$ cat src/hdl/fcd_pkg.sv
// shared types, constants and helpers of the frame chunk decoder
package fcd_pkg;

  localparam int unsigned MAX_DIMENSION = 2048;
  localparam int unsigned PALETTE_BYTES = 768;

  localparam logic [22:0] CUR_MAX  = 23'h7FFFFF;
  localparam logic [11:0] PAL_MAX  = 12'hFFF;
  localparam logic [15:0] FRAME_ID = 16'hF1FA;
  localparam logic [15:0] OP_SKIP  = 16'hC000;
  localparam logic [15:0] OP_LAST  = 16'h8000;

  localparam logic [11:0] WIDTH_RST  = 12'd320;
  localparam logic [11:0] HEIGHT_RST = 12'd200;
  localparam logic [22:0] AREA_RST   = 23'd64000;

  localparam logic [15:0] CK_PAL8  = 16'd4;
  localparam logic [15:0] CK_PAL6  = 16'd11;
  localparam logic [15:0] CK_WDLT  = 16'd7;
  localparam logic [15:0] CK_BDLT  = 16'd12;
  localparam logic [15:0] CK_CLEAR = 16'd13;
  localparam logic [15:0] CK_BRUN  = 16'd15;
  localparam logic [15:0] CK_RAW   = 16'd16;

  localparam logic CFG_WIDTH  = 1'b0;
  localparam logic CFG_HEIGHT = 1'b1;

  localparam logic TGT_IMAGE   = 1'b0;
  localparam logic TGT_PALETTE = 1'b1;

  typedef enum logic [4:0] {
    PH_IDLE, PH_REC_SIZE, PH_REC_TYPE, PH_FRM_HDR, PH_CHK_SIZE, PH_CHK_TYPE,
    PH_CHK_SKIP, PH_REC_SKIP, PH_PAL_COUNT, PH_PAL_SKIP, PH_PAL_NUM,
    PH_PAL_DATA, PH_WD_COUNT, PH_WD_OP, PH_WD_PSKIP, PH_WD_PCNT, PH_WD_LIT,
    PH_WD_FILL0, PH_WD_FILL1, PH_BD_SKIPL, PH_BD_LINES, PH_BD_PKTS,
    PH_BD_PSKIP, PH_BD_PSIZE, PH_BD_LIT, PH_BD_FILL, PH_BR_LCNT, PH_BR_CNT,
    PH_BR_LIT, PH_BR_FILL, PH_BR_ZERO, PH_RAW
  } phase_t;

  typedef struct packed {
    logic [7:0] frame_byte;
    logic       record_start;
  } in_t;

  typedef struct packed {
    logic        write_valid;
    logic        write_target;
    logic [21:0] start_address;
    logic [22:0] run_length;
    logic [7:0]  first_value;
    logic [7:0]  second_value;
    logic        alternate;
    logic        frame_end;
    logic        malformed;
  } out_t;

  typedef struct packed {
    logic        en;
    logic        target;
    logic [22:0] addr;
    logic [22:0] len;
    logic [7:0]  v1;
    logic [7:0]  v2;
    logic        alt;
  } wreq_t;

  function automatic logic [22:0] sat_add(input logic [22:0] a, input logic [25:0] b);
    logic [26:0] s;
    s = {4'b0, a} + {1'b0, b};
    return (s > {4'b0, CUR_MAX}) ? CUR_MAX : s[22:0];
  endfunction

endpackage

$ cat src/hdl/fcd_clip.sv
// bounds check and clipping of one write request against its target memory
module fcd_clip import fcd_pkg::*; (
  input  wreq_t       req,
  input  logic [22:0] area,
  output out_t        res
);

  logic [22:0] size;
  logic [22:0] room;

  always_comb begin
    size = (req.target == TGT_PALETTE) ? 23'(PALETTE_BYTES) : area;
    room = size - req.addr;
    res  = '0;
    if (req.en) begin
      if (req.addr >= size) begin
        res.malformed = 1'b1;
      end else begin
        res.write_valid   = 1'b1;
        res.write_target  = req.target;
        res.start_address = req.addr[21:0];
        res.first_value   = req.v1;
        res.second_value  = req.alt ? req.v2 : 8'd0;
        res.alternate     = req.alt;
        if (req.len > room) begin
          res.run_length = room;
          res.malformed  = 1'b1;
        end else begin
          res.run_length = req.len;
        end
      end
    end
  end

endmodule

$ cat src/hdl/flc_frame_chunk_decoder.sv
// top level: frame record parser, chunk decoders and result register
//
// Usage: frame record bytes enter on the in_ channel (in_valid, in_stall,
// in_data), one byte per request; record_start marks the first byte of a
// record. Each byte yields at most one result on the out_ channel: a write
// command for the image or palette memory, a frame end mark, or a
// malformed flag. Image width and height are set through cfg_wr_en,
// cfg_index and cfg_data while no byte is in flight.
// The result of a byte is registered and is on out_data in the cycle after
// the byte is taken. Throughput: one byte per cycle while in_stall is low,
// set by the single parser update between state and result registers.
// Reset (rst_n low, synchronous) puts the parser in idle, waiting for a
// record start, and the dimensions back to 320 by 200.
// When the receiver stalls, the result register holds its request and
// in_stall rises only while a held result is still waiting, so bytes that
// yield no result flow on as soon as the register is free.
module flc_frame_chunk_decoder import fcd_pkg::*; (
  input  logic        clk,
  input  logic        rst_n,
  input  logic        in_valid,
  output logic        in_stall,
  input  in_t         in_data,
  output logic        out_valid,
  input  logic        out_stall,
  output out_t        out_data,
  input  logic        cfg_wr_en,
  input  logic        cfg_index,
  input  logic [11:0] cfg_data
);

  phase_t      phase_r, phase_nxt;
  logic [31:0] rec_r, rec_nxt;
  logic [31:0] cbl_r, cbl_nxt;
  logic [15:0] chunks_r, chunks_nxt;
  logic        pal6_r, pal6_nxt;
  logic [3:0]  fidx_r, fidx_nxt;
  logic [31:0] acc_r, acc_nxt;
  logic [22:0] la_r, la_nxt;
  logic [22:0] wc_r, wc_nxt;
  logic [15:0] ll_r, ll_nxt;
  logic [15:0] pk_r, pk_nxt;
  logic [9:0]  rbl_r, rbl_nxt;
  logic [11:0] wl_r, wl_nxt;
  logic [11:0] pc_r, pc_nxt;
  logic [7:0]  held_r, held_nxt;

  logic [11:0] width_r, height_r;
  logic [22:0] area_r;
  logic [11:0] cfg_v;

  logic        out_valid_r, out_valid_nxt;
  out_t        out_r;

  logic        accept;
  wreq_t       req;
  out_t        wres;
  out_t        res;
  logic        has_res;
  logic        fend, mal;

  phase_t      ph;
  logic [3:0]  fidx_c, fidx_inc;
  logic [31:0] acc_c, fld;
  logic [31:0] rec_c;
  logic [7:0]  b;
  logic        pk_done, ln_done, ck_end;
  phase_t      pk_skip, pk_lstart, ln_next;
  logic [8:0]  nb;
  logic [9:0]  nb3, b3;
  logic [12:0] pcs;
  logic [14:0] lsk;
  logic [26:0] skp;
  logic [27:0] bdp;
  logic [11:0] wl_t;
  logic [15:0] ll_dec, pk_dec;
  logic [9:0]  rbl_dec;
  logic [8:0]  neg;

  assign accept   = in_valid && !in_stall;
  assign in_stall = out_valid_r && out_stall;
  assign out_valid = out_valid_r;
  assign out_data  = out_r;

  fcd_clip u_clip (
    .req  (req),
    .area (area_r),
    .res  (wres)
  );

  always_comb begin
    phase_nxt  = phase_r;
    rec_nxt    = rec_r;
    cbl_nxt    = cbl_r;
    chunks_nxt = chunks_r;
    pal6_nxt   = pal6_r;
    fidx_nxt   = fidx_r;
    acc_nxt    = acc_r;
    la_nxt     = la_r;
    wc_nxt     = wc_r;
    ll_nxt     = ll_r;
    pk_nxt     = pk_r;
    rbl_nxt    = rbl_r;
    wl_nxt     = wl_r;
    pc_nxt     = pc_r;
    held_nxt   = held_r;
    req        = '0;
    fend       = 1'b0;
    mal        = 1'b0;
    pk_done    = 1'b0;
    ln_done    = 1'b0;
    ck_end     = 1'b0;
    pk_skip    = PH_CHK_SKIP;
    pk_lstart  = PH_CHK_SKIP;
    ln_next    = PH_CHK_SKIP;

    b      = in_data.frame_byte;
    ph     = in_data.record_start ? PH_REC_SIZE : phase_r;
    fidx_c = in_data.record_start ? 4'd0 : fidx_r;
    acc_c  = in_data.record_start ? 32'd0 : acc_r;
    rec_c  = in_data.record_start ? 32'd0 : rec_r;
    if (in_data.record_start) begin
      phase_nxt = PH_REC_SIZE;
      fidx_nxt  = 4'd0;
      acc_nxt   = 32'd0;
      rec_nxt   = 32'd0;
    end

    fld      = acc_c | ({24'd0, b} << {fidx_c[1:0], 3'b000});
    fidx_inc = fidx_c + 4'd1;
    nb       = (b == 8'd0) ? 9'd256 : {1'b0, b};
    nb3      = {1'b0, nb} + {nb, 1'b0};
    b3       = {2'b0, b} + {1'b0, b, 1'b0};
    pcs      = {1'b0, pc_r} + {3'b0, b3};
    lsk      = 15'(16'd0 - fld[15:0]);
    skp      = {15'd0, width_r} * {12'd0, lsk};
    bdp      = {12'd0, fld[15:0]} * {16'd0, width_r};
    neg      = 9'd256 - {1'b0, b};
    rbl_dec  = rbl_r - 10'd1;
    ll_dec   = ll_r - 16'd1;
    pk_dec   = pk_r - 16'd1;
    wl_t     = wl_r;

    if (ph == PH_IDLE) begin
      // bytes outside a record are dropped
    end else if (ph == PH_REC_SIZE) begin
      acc_nxt  = fld;
      fidx_nxt = fidx_inc;
      if (fidx_inc >= 4'd4) begin
        fidx_nxt = 4'd0;
        acc_nxt  = 32'd0;
        if (fld <= 32'd4) begin
          fend      = 1'b1;
          mal       = 1'b1;
          phase_nxt = PH_IDLE;
        end else begin
          rec_nxt   = fld - 32'd4;
          phase_nxt = PH_REC_TYPE;
        end
      end
    end else begin
      case (ph)
        PH_REC_TYPE: begin
          acc_nxt  = fld;
          fidx_nxt = fidx_inc;
          if (fidx_inc >= 4'd2) begin
            fidx_nxt  = 4'd0;
            acc_nxt   = 32'd0;
            phase_nxt = (fld[15:0] == FRAME_ID) ? PH_FRM_HDR : PH_REC_SKIP;
          end
        end
        PH_FRM_HDR: begin
          if (fidx_c < 4'd2) acc_nxt = fld;
          fidx_nxt = fidx_inc;
          if (fidx_inc >= 4'd10) begin
            fidx_nxt   = 4'd0;
            acc_nxt    = 32'd0;
            chunks_nxt = acc_c[15:0];
            phase_nxt  = (acc_c[15:0] != 16'd0) ? PH_CHK_SIZE : PH_REC_SKIP;
          end
        end
        PH_CHK_SIZE: begin
          acc_nxt  = fld;
          fidx_nxt = fidx_inc;
          if (fidx_inc >= 4'd4) begin
            fidx_nxt = 4'd0;
            acc_nxt  = 32'd0;
            if (fld < 32'd6) begin
              mal     = 1'b1;
              cbl_nxt = 32'd0;
            end else begin
              cbl_nxt = fld - 32'd6;
            end
            phase_nxt = PH_CHK_TYPE;
          end
        end
        PH_CHK_TYPE: begin
          acc_nxt  = fld;
          fidx_nxt = fidx_inc;
          if (fidx_inc >= 4'd2) begin
            fidx_nxt = 4'd0;
            acc_nxt  = 32'd0;
            pal6_nxt = (fld[15:0] == CK_PAL6);
            case (fld[15:0])
              CK_PAL8, CK_PAL6: begin
                phase_nxt = PH_PAL_COUNT;
                pc_nxt    = 12'd0;
              end
              CK_WDLT: begin
                phase_nxt = PH_WD_COUNT;
                la_nxt    = 23'd0;
              end
              CK_BDLT: phase_nxt = PH_BD_SKIPL;
              CK_CLEAR: begin
                req.en    = 1'b1;
                req.len   = area_r;
                phase_nxt = PH_CHK_SKIP;
              end
              CK_BRUN: begin
                phase_nxt = PH_BR_LCNT;
                ll_nxt    = {4'd0, height_r};
                wc_nxt    = 23'd0;
              end
              CK_RAW: begin
                phase_nxt = PH_RAW;
                wc_nxt    = 23'd0;
              end
              default: phase_nxt = PH_CHK_SKIP;
            endcase
            if (cbl_r == 32'd0) ck_end = 1'b1;
          end
        end
        PH_REC_SKIP: begin
        end
        default: begin
          case (ph)
            PH_PAL_COUNT: begin
              acc_nxt  = fld;
              fidx_nxt = fidx_inc;
              if (fidx_inc >= 4'd2) begin
                fidx_nxt  = 4'd0;
                acc_nxt   = 32'd0;
                pk_nxt    = fld[15:0];
                phase_nxt = (fld[15:0] != 16'd0) ? PH_PAL_SKIP : PH_CHK_SKIP;
              end
            end
            PH_PAL_SKIP: begin
              pc_nxt    = (pcs > {1'b0, PAL_MAX}) ? PAL_MAX : pcs[11:0];
              phase_nxt = PH_PAL_NUM;
            end
            PH_PAL_NUM: begin
              rbl_nxt   = nb3;
              phase_nxt = PH_PAL_DATA;
            end
            PH_PAL_DATA: begin
              req.en     = 1'b1;
              req.target = TGT_PALETTE;
              req.addr   = {11'd0, pc_r};
              req.len    = 23'd1;
              req.v1     = pal6_r ? {b[5:0], 2'b00} : b;
              if (pc_r < PAL_MAX) pc_nxt = pc_r + 12'd1;
              rbl_nxt = rbl_dec;
              if (rbl_dec == 10'd0) begin
                pk_dec    = pk_r - 16'd1;
                pk_nxt    = pk_dec;
                phase_nxt = (pk_dec != 16'd0) ? PH_PAL_SKIP : PH_CHK_SKIP;
              end
            end
            PH_WD_COUNT: begin
              acc_nxt  = fld;
              fidx_nxt = fidx_inc;
              if (fidx_inc >= 4'd2) begin
                fidx_nxt  = 4'd0;
                acc_nxt   = 32'd0;
                ll_nxt    = fld[15:0];
                la_nxt    = 23'd0;
                phase_nxt = (fld[15:0] != 16'd0) ? PH_WD_OP : PH_CHK_SKIP;
              end
            end
            PH_WD_OP: begin
              acc_nxt  = fld;
              fidx_nxt = fidx_inc;
              if (fidx_inc >= 4'd2) begin
                fidx_nxt = 4'd0;
                acc_nxt  = 32'd0;
                if (fld[15:0] >= OP_SKIP) begin
                  la_nxt = sat_add(la_r, skp[25:0]);
                end else if (fld[15:0] >= OP_LAST) begin
                  req.en   = 1'b1;
                  req.addr = sat_add(la_r, {14'd0, width_r - 12'd1});
                  req.len  = 23'd1;
                  req.v1   = fld[7:0];
                end else begin
                  pk_nxt = fld[15:0];
                  wc_nxt = la_r;
                  if (fld[15:0] == 16'd0) begin
                    ln_done = 1'b1;
                    ln_next = PH_WD_OP;
                  end else begin
                    phase_nxt = PH_WD_PSKIP;
                  end
                end
              end
            end
            PH_WD_PSKIP, PH_BD_PSKIP: begin
              wc_nxt    = sat_add(wc_r, {18'd0, b});
              phase_nxt = (ph == PH_WD_PSKIP) ? PH_WD_PCNT : PH_BD_PSIZE;
            end
            PH_WD_PCNT: begin
              if (!b[7]) begin
                if (b == 8'd0) begin
                  pk_done   = 1'b1;
                  pk_skip   = PH_WD_PSKIP;
                  pk_lstart = PH_WD_OP;
                end else begin
                  rbl_nxt   = {1'b0, b, 1'b0};
                  phase_nxt = PH_WD_LIT;
                end
              end else begin
                rbl_nxt   = {1'b0, neg};
                phase_nxt = PH_WD_FILL0;
              end
            end
            PH_WD_LIT, PH_BD_LIT: begin
              req.en   = 1'b1;
              req.addr = wc_r;
              req.len  = 23'd1;
              req.v1   = b;
              wc_nxt   = sat_add(wc_r, 26'd1);
              rbl_nxt  = rbl_dec;
              if (rbl_dec == 10'd0) begin
                pk_done = 1'b1;
                if (ph == PH_WD_LIT) begin
                  pk_skip   = PH_WD_PSKIP;
                  pk_lstart = PH_WD_OP;
                end else begin
                  pk_skip   = PH_BD_PSKIP;
                  pk_lstart = PH_BD_PKTS;
                end
              end
            end
            PH_WD_FILL0: begin
              held_nxt  = b;
              phase_nxt = PH_WD_FILL1;
            end
            PH_WD_FILL1: begin
              req.en    = 1'b1;
              req.addr  = wc_r;
              req.len   = {12'd0, rbl_r, 1'b0};
              req.v1    = held_r;
              req.v2    = b;
              req.alt   = 1'b1;
              wc_nxt    = sat_add(wc_r, {15'd0, rbl_r, 1'b0});
              pk_done   = 1'b1;
              pk_skip   = PH_WD_PSKIP;
              pk_lstart = PH_WD_OP;
            end
            PH_BD_SKIPL: begin
              acc_nxt  = fld;
              fidx_nxt = fidx_inc;
              if (fidx_inc >= 4'd2) begin
                fidx_nxt  = 4'd0;
                acc_nxt   = 32'd0;
                la_nxt    = (bdp > {5'd0, CUR_MAX}) ? CUR_MAX : bdp[22:0];
                phase_nxt = PH_BD_LINES;
              end
            end
            PH_BD_LINES: begin
              acc_nxt  = fld;
              fidx_nxt = fidx_inc;
              if (fidx_inc >= 4'd2) begin
                fidx_nxt  = 4'd0;
                acc_nxt   = 32'd0;
                ll_nxt    = fld[15:0];
                phase_nxt = (fld[15:0] != 16'd0) ? PH_BD_PKTS : PH_CHK_SKIP;
              end
            end
            PH_BD_PKTS: begin
              pk_nxt = {8'd0, b};
              wc_nxt = la_r;
              if (b == 8'd0) begin
                ln_done = 1'b1;
                ln_next = PH_BD_PKTS;
              end else begin
                phase_nxt = PH_BD_PSKIP;
              end
            end
            PH_BD_PSIZE: begin
              if (!b[7]) begin
                if (b == 8'd0) begin
                  pk_done   = 1'b1;
                  pk_skip   = PH_BD_PSKIP;
                  pk_lstart = PH_BD_PKTS;
                end else begin
                  rbl_nxt   = {2'b0, b};
                  phase_nxt = PH_BD_LIT;
                end
              end else begin
                rbl_nxt   = {1'b0, neg};
                phase_nxt = PH_BD_FILL;
              end
            end
            PH_BD_FILL: begin
              req.en    = 1'b1;
              req.addr  = wc_r;
              req.len   = {13'd0, rbl_r};
              req.v1    = b;
              wc_nxt    = sat_add(wc_r, {16'd0, rbl_r});
              pk_done   = 1'b1;
              pk_skip   = PH_BD_PSKIP;
              pk_lstart = PH_BD_PKTS;
            end
            PH_BR_LCNT: begin
              wl_nxt    = width_r;
              phase_nxt = PH_BR_CNT;
            end
            PH_BR_CNT: begin
              if (b[7]) begin
                rbl_nxt   = {1'b0, neg};
                phase_nxt = PH_BR_LIT;
              end else if (b != 8'd0) begin
                rbl_nxt   = {2'b0, b};
                phase_nxt = PH_BR_FILL;
              end else begin
                phase_nxt = PH_BR_ZERO;
              end
            end
            PH_BR_LIT, PH_BR_FILL: begin
              req.en   = 1'b1;
              req.addr = wc_r;
              req.v1   = b;
              if (ph == PH_BR_LIT) begin
                req.len = 23'd1;
                wc_nxt  = sat_add(wc_r, 26'd1);
                wl_t    = (wl_r != 12'd0) ? wl_r - 12'd1 : 12'd0;
              end else begin
                req.len = {13'd0, rbl_r};
                wc_nxt  = sat_add(wc_r, {16'd0, rbl_r});
                wl_t    = ({2'b0, rbl_r} < wl_r) ? wl_r - {2'b0, rbl_r} : 12'd0;
              end
              wl_nxt  = wl_t;
              rbl_nxt = (ph == PH_BR_LIT) ? rbl_dec : rbl_r;
              if (ph == PH_BR_FILL || rbl_dec == 10'd0) begin
                if (wl_t == 12'd0) begin
                  ll_dec    = ll_r - 16'd1;
                  ll_nxt    = ll_dec;
                  phase_nxt = (ll_dec != 16'd0) ? PH_BR_LCNT : PH_CHK_SKIP;
                end else begin
                  phase_nxt = PH_BR_CNT;
                end
              end
            end
            PH_BR_ZERO: phase_nxt = PH_BR_CNT;
            PH_RAW: begin
              req.en   = 1'b1;
              req.addr = wc_r;
              req.len  = 23'd1;
              req.v1   = b;
              wc_nxt   = sat_add(wc_r, 26'd1);
              if (sat_add(wc_r, 26'd1) >= area_r) phase_nxt = PH_CHK_SKIP;
            end
            default: begin
            end
          endcase

          if (pk_done) begin
            pk_dec = pk_r - 16'd1;
            pk_nxt = pk_dec;
            if (pk_dec != 16'd0) begin
              phase_nxt = pk_skip;
            end else begin
              ln_done = 1'b1;
              ln_next = pk_lstart;
            end
          end
          if (ln_done) begin
            la_nxt    = sat_add(la_r, {14'd0, width_r});
            ll_dec    = ll_r - 16'd1;
            ll_nxt    = ll_dec;
            phase_nxt = (ll_dec != 16'd0) ? ln_next : PH_CHK_SKIP;
          end

          cbl_nxt = cbl_r - 32'd1;
          if (cbl_nxt == 32'd0) ck_end = 1'b1;
        end
      endcase

      if (ck_end) begin
        if (phase_nxt != PH_CHK_SKIP) mal = 1'b1;
        fidx_nxt   = 4'd0;
        acc_nxt    = 32'd0;
        chunks_nxt = chunks_r - 16'd1;
        phase_nxt  = (chunks_nxt != 16'd0) ? PH_CHK_SIZE : PH_REC_SKIP;
      end

      rec_nxt = rec_c - 32'd1;
      if (rec_nxt == 32'd0) begin
        fend = 1'b1;
        if (phase_nxt != PH_REC_SKIP) mal = 1'b1;
        phase_nxt = PH_IDLE;
      end
    end
  end

  always_comb begin
    res           = wres;
    res.frame_end = fend;
    res.malformed = wres.malformed | mal;
    has_res       = res.write_valid | res.frame_end | res.malformed;
    out_valid_nxt = out_valid_r && out_stall;
    if (accept && has_res) out_valid_nxt = 1'b1;
  end

  always_comb begin
    cfg_v = cfg_data;
    if (cfg_v == 12'd0) cfg_v = 12'd1;
    if (cfg_v > 12'(MAX_DIMENSION)) cfg_v = 12'(MAX_DIMENSION);
  end

  always_ff @(posedge clk) begin
    if (!rst_n) begin
      phase_r     <= PH_IDLE;
      rec_r       <= '0;
      cbl_r       <= '0;
      chunks_r    <= '0;
      pal6_r      <= 1'b0;
      fidx_r      <= '0;
      acc_r       <= '0;
      la_r        <= '0;
      wc_r        <= '0;
      ll_r        <= '0;
      pk_r        <= '0;
      rbl_r       <= '0;
      wl_r        <= '0;
      pc_r        <= '0;
      held_r      <= '0;
      out_valid_r <= 1'b0;
      width_r     <= WIDTH_RST;
      height_r    <= HEIGHT_RST;
      area_r      <= AREA_RST;
    end else begin
      if (accept) begin
        phase_r  <= phase_nxt;
        rec_r    <= rec_nxt;
        cbl_r    <= cbl_nxt;
        chunks_r <= chunks_nxt;
        pal6_r   <= pal6_nxt;
        fidx_r   <= fidx_nxt;
        acc_r    <= acc_nxt;
        la_r     <= la_nxt;
        wc_r     <= wc_nxt;
        ll_r     <= ll_nxt;
        pk_r     <= pk_nxt;
        rbl_r    <= rbl_nxt;
        wl_r     <= wl_nxt;
        pc_r     <= pc_nxt;
        held_r   <= held_nxt;
      end
      out_valid_r <= out_valid_nxt;
      if (cfg_wr_en) begin
        if (cfg_index == CFG_WIDTH) begin
          width_r <= cfg_v;
          area_r  <= 23'({11'd0, cfg_v} * {11'd0, height_r});
        end else begin
          height_r <= cfg_v;
          area_r   <= 23'({11'd0, width_r} * {11'd0, cfg_v});
        end
      end
    end
  end

  always_ff @(posedge clk) begin
    if (accept && has_res) out_r <= res;
  end

`ifndef SYNTHESIS
  a_run_nonzero: assert property (@(posedge clk) disable iff (!rst_n)
    out_valid_r && out_r.write_valid |-> out_r.run_length != 23'd0)
    else $error("write request with zero length");

  a_idle_fields: assert property (@(posedge clk) disable iff (!rst_n)
    out_valid_r && !out_r.write_valid |->
      out_r.start_address == 22'd0 && out_r.run_length == 23'd0 && !out_r.alternate)
    else $error("fields set on request without write");

  a_pal_bound: assert property (@(posedge clk) disable iff (!rst_n)
    out_valid_r && out_r.write_valid && out_r.write_target == TGT_PALETTE |->
      {2'b0, out_r.start_address} + {1'b0, out_r.run_length} <= 24'(PALETTE_BYTES))
    else $error("palette write past end");

  a_img_bound: assert property (@(posedge clk) disable iff (!rst_n)
    out_valid_r && out_r.write_valid && out_r.write_target == TGT_IMAGE |->
      {2'b0, out_r.start_address} + {1'b0, out_r.run_length} <= {1'b0, area_r})
    else $error("image write past end");
`endif

endmodule
$ cat config.mk
export PLATFORM = sky130hd
export DESIGN_NAME = flc_frame_chunk_decoder
export DESIGN_NICKNAME = d
export VERILOG_FILES = /design/src/hdl/fcd_pkg.sv /design/src/hdl/fcd_clip.sv /design/src/hdl/flc_frame_chunk_decoder.sv
export SDC_FILE = /design/constraint.sdc
export NUM_CORES = 2
export LEC_CHECK = 0
export ABC_AREA = 1
export BUFFER_PORTS_ARGS = -buffer_cell sky130_fd_sc_hd__buf_2
export CAP_MARGIN = 15
export CORE_MARGIN = 2
export CORE_UTILIZATION = 60
export CTS_CLUSTER_DIAMETER = 150
export DETAILED_ROUTE_END_ITERATION = 6
export GPL_ROUTABILITY_DRIVEN = 0
export PLACE_DENSITY = 0.75
export RECOVER_POWER = 25
export SYNTH_ARGS = -nofsm -noshare
export SYNTH_HDL_FRONTEND = slang
export SYNTH_SLANG_ARGS = --single-unit
$ cat constraint.sdc
create_clock -name clk -period 13.32 [get_ports clk]
set_clock_uncertainty 0.2 [all_clocks]
set_input_delay 0.666 -clock clk [delete_from_list [all_inputs] [get_ports clk]]
set_output_delay 0.666 -clock clk [all_outputs]
set_load 0.02 [all_outputs]
* Word-level counts from Yosys, hierarchy flattened
Index checks and enable logic that the tools add are counted.
Widths: inputs -> output; s select.
** Storage, ports and cells
- Flip-flop bits (word level) :: 356
- Input port bits :: 27
- Output and inout bits :: 68
** Operators by class
- Add/sub/neg operators :: 26
- $mul :: 4
- $lt $le $gt $ge :: 23
- Equal/unequal tests :: 66
- Shift-type cells :: 1
- Muxes and demuxes :: 234
- Bitwise operators :: 13
- Reductions and logical operators :: 63
** Operators with widths (count)
- $mux 23 :: 26
- $mux 32 :: 16
- $pmux 54 s6 :: 1
- $mux 5 :: 51
- $mux 16 :: 14
- $mux 54 :: 3
- $pmux 23 s7 :: 1
- $mux 12 :: 13
- $gt 24x23->1 const B :: 6
- $pmux 23 s2 :: 3
- $mux 65 :: 2
- $mux 64 :: 2
- $pmux 32 s4 :: 1
- $pmux 5 s5 :: 4
- $logic_not 32->1 :: 3
- $pmux 5 s17 :: 1
- $eq 5x5->1 const B :: 16
- $mux 10 :: 8
- $reduce_bool 16->1 :: 5
- $pmux 12 s2 :: 3
- $pmux 23 s3 :: 1
- $eq 16x4->1 const B :: 4
- $mux 4 :: 16
- $pmux 16 s2 :: 2
- 97 further kinds :: 228

* Depth between registers and ports, before layout
- Depth in word-level cells :: 30
- Gate-level depth with buffers :: 59

* Cells and area by module
From an unflattened synthesis, not the netlist that was laid out.
** Second synthesis, totals
- Cell total of the unflattened synthesis :: 8586
- Area, all modules :: 57107.3 sq um
** Modules (own cells, without submodules)
- flc_frame_chunk_decoder :: instances 1, cells each 7866, area an instance 53724.0 sq um, sequential area each 7787.5 sq um
- fcd_clip :: instances 1, cells each 720, area an instance 3383.2 sq um, sequential area each 0.0 sq um

* Worst setup path after synthesis
No wires, ideal clock.
- Path type :: input to register
- From :: in in_data[0] (netlist bit)
- To :: reg la_r[22]
- Setup time :: 134 ps
- Data arrival time :: 9168 ps
- Required time :: 12986 ps
- Path slack :: 3818 ps
- Stages on the path :: 58
- Path buffers :: 7
- Cells stage by stage :: inv_2 buf_6 buf_6 buf_6 buf_6 nand2_1 nand2_1 clkbuf_1 inv_1 clkbuf_1 ha_1 nand2_1 inv_1 nand2_1 nor2_2 inv_1 nor2_1 inv_1 [22 not listed] xor2_1 ha_1 nand2_1 nor3_1 nand3_1 nand3_1 nand3_1 nand2_1 nand3_1 nand2_1 nand3b_1 nor2_1 nand2_2 buf_4 o21ai_1 nand2_1 nand2_1 a21oi_1
** On the way
- Word-level cells in the longest chain between the ends :: 16
** RTL lines
- from (decl) :: RTL line flc_frame_chunk_decoder.sv:22 : input in_t in_data,
- parallel branches: the longest is 16 deep, another holds $add 23x26->27
- to (signal assigned) :: RTL line flc_frame_chunk_decoder.sv:549 : la_r <= la_nxt;
- to (decl) :: RTL line flc_frame_chunk_decoder.sv:38 : logic [22:0] la_r, la_nxt;
Several ways; the timed one is not identified. The select of a mux whose other input is x is not followed.
A chain may end at the register's enable or synchronous reset.

* Final worst setup path
- From :: in in_data[0] (netlist bit)
- To :: reg la_r[4]
Same word-level chain as after synthesis.

==> impl_metrics.tcl <==
set metrics [dict create \
    status "finished with violations" \
    violations "DRC, capacitance limit, slew limit" \
    worst_ep_required_time_ps 13700 \
    multi_input_area_sq_mm 0.0415 \
    final-hold-violation-count 0 \
    synth_area_per_cell_sq_um 6.83 \
    numPortBuffers 94 \
    wl_per_cell_microns 21.2 \
    max_cap_violations 4 \
    rsz0062_at_grt "false" \
    r2r-end "la_r[4]" \
    synthCells 8129 \
    hold_start "out_stall" \
    grt_pass1_vias 54120 \
    cp_max_fo 22 \
    period_needed_ps 11930 \
    power_density_mw_per_mm2 118 \
    worstSetupEndpointType "register" \
    power_uw 6860 \
    path_common_cell "nand2_1" \
    die_w_microns 308 \
    nets 8975 \
    critPathKind "in -> reg" \
    ys_async_sr_fraction_pct 0 \
    slew_violations 126 \
    slew-limit-headroom_pct -79.5 \
    core_region_area_sq_mm 0.0917 \
    crit_arrival_ps 12310 \
    synth_seq_area_share_pct 14.0 \
    vias 57852 \
    clk_pin_slew_ps 70 \
    synth_area_sq_mm 0.0555 \
    grt_pass1_wl_microns 303000 \
    drive_gt1_share_pct 4.49 \
    drc_errors 115 \
    hold_depth 3 \
    syn_nets 9099 \
    postCtsSetupBuffers 0 \
    hold-path-endpoint "out_valid" \
    clock_path_buffers 3 \
    wirelength_microns 195000 \
    grt_overflow_total 0 \
    ios 95 \
    clock_latency_ps 650 \
    h-tree-depth 2 \
    syn_to_final_growth_pct 4.58 \
    final.setup.tns_ps 0 \
    p_leak_uw 0.0283 \
    grt_usage_pct 40.7 \
    cp-start-kind "input port" \
    reg2reg_from "fidx_r[1]" \
    final_common_cell "nand2_1" \
    ctsResizeCount 0 \
    antenna_found_initial 6 \
    setup_viol 0 \
    ff_latch_area_sq_mm 0.00779 \
    clock-sinks 356 \
    worst_path_max_delay_cell "clkbuf_1" \
    ys_warn_count 0 \
    ys_ff_latch 356 \
    drt_pass1_iterations 7 \
    synth_cell_type_count 70 \
    r2r_setup_slack_ps 1800 \
    ant_nets 0 \
    nFillCells 8376 \
    worstMarginPinSlew_ps 2690 \
    slowest_delay_ps 910 \
    fin_crit_sh_pct 89.6 \
    clockRootBuffer "clkbuf_16" \
    synth-edff-count 66 \
    die_h_microns 308 \
    initial_utilization_pct 60.6 \
    cts_tree "built" \
    final_cell_mix "1700 x nand2_1, 1197 x inv_1, 848 x nor2_1" \
    synth_ff_type "dfxtp_1" \
    cts-buffers-inserted 47 \
    hold_slack_ps 204 \
    initialDrtViolationCount 8467 \
    hpwl_microns 147000 \
    fmax_mhz 83.8 \
    hold_buffers 0 \
    die-area_sq_mm 0.0950 \
    worst-r2r-cell-count 50 \
    vdd_ir_drop_max_v 0.000362 \
    grt_max_degree 111 \
    via_per_inst 6.27 \
    hold_path_class "in -> reg" \
    rows 111 \
]
## flip-flops by register name, summed over array words and instances, names as in the netlist
register   flops
wc_r          23
la_r          23
rec_r         32
out_valid      1
wl_r          12
phase_r        5
fidx_r         4
acc_r         32
pal6_r         1
width_r       12
held_r         8
out_data      66
pc_r          12
area_r        23
chunks_r      16
rbl_r         10
pk_r          16
cbl_r         32
height_r      12
ll_r          16
## where the power goes
part | switching [uW] | total [uW] | internal (uW)
Clock | 567 | 1350 | 778
Sequential | 44.0 | 1200 | 1150
Combinational | 2790 | 4320 | 1530
## layout make-up
cell class / instances / share of cell area, %
Tap cell: 1186 / 2.55
Inverter: 1275 / 8.26
Antenna cell: 2 / 0.00861
Sequential cell: 356 / 13.4
Multi-Input combinational cell: 6156 / 71.4
Clock buffer: 66 / 2.36
Timing Repair Buffer: 169 / 1.62
Clock inverter: 19 / 0.351
## cells in the mapped netlist (all sizes together), types with 5 or more instances
cell type | instances | area (sq um)
nand2 | 1744 | 6710
inv | 1244 | 4680
nor2 | 895 | 3560
a21oi | 706 | 3550
o21ai | 502 | 2580
fa | 484 | 9690
ha | 459 | 5740
nand3 | 299 | 1530
dfxtp | 290 | 5810
xor2 | 268 | 2370
clkbuf | 257 | 965
nor3 | 123 | 651
buf | 85 | 523
xnor2 | 83 | 727
nand4 | 82 | 513
o211ai | 67 | 513
o221ai | 67 | 587
edfxtp | 66 | 1980
a31oi | 62 | 388
a221oi | 53 | 464
o22ai | 45 | 282
nor4 | 43 | 275
clkinv | 31 | 118
a211oi | 28 | 210
nand3b | 24 | 180
o21bai | 16 | 120
o2111ai | 15 | 131
a22oi | 13 | 97.6
or2 | 13 | 81.3
o31ai | 10 | 75.1
a21boi | 7 | 52.6
o32ai | 7 | 61.3
o21a | 6 | 45.0
o311ai | 6 | 52.6
a21o | 5 | 37.5
and2 | 5 | 31.3
## worst max-delay path: cells and delay by family
kind | cells | cell delay, ps
xor gates and xnor gates | 2 | 940
AOI/OAI and AO/OA | 5 | 830
adders and majority gates | 8 | 3630
buffers and inverters | 9 | 2280
and+or+nand+nor | 26 | 3910
## cell families (layout without fill, tap and decap cells)
family	after synthesis	count (layout)	synth area share, %
AOI/OAI and AO/OA	1626	1626	16.9
xor gates and xnor gates	351	351	5.58
adders and majority gates	943	943	27.8
buffers and inverters	1617	1529	11.3
DFF	356	356	14.0
other	0	2	0
and+or+nand+nor	3236	3236	24.5
## worst max-delay path by stage
stage / from / endpoint / slack, ps / cells past startpoint
after floorplan: in_data[0] / la_r[22] / 3820 / 58
final: in_data[0] / la_r[4] / 1390 / 50
after global placement: in_data[0] / la_r[1] / 1930 / 50
after global routing: in_data[0] / la_r[3] / 670 / 50
after CTS: fidx_r[1] / la_r[3] / 2060 / 48
after detailed placement: in_data[0] / la_r[3] / 1540 / 51
## layer usage
metal | vias up | wire [microns] | GRT usage, %
li1 | 26154 | - | -
met1 | 27016 | 75400 | 55.3
met2 | 3894 | 80500 | 59.6
met3 | 780 | 28700 | 11.9
met4 | 8 | 10700 | 18.7
met5 | - | 51 | 0
## metrics by stage
| stage | instances | cell area, sq um | setup WS (ps) | utilization, % |
|---|---|---|---|---|
| 2_1_floorplan | 8129 | 55500 | 3820 | - |
| 3_3_place_gp | 9141 | 56600 | 1930 | 61.8 |
| 3_5_place_dp | 9141 | 56600 | 1540 | 61.8 |
| 4_1_cts | 9226 | 58200 | 2060 | 63.5 |
| 5_1_grt | 9227 | 58100 | 672 | 63.4 |
| 6_report | 9229 | 58100 | 1390 | 63.4 |
(Power assumes the default switching activity.)
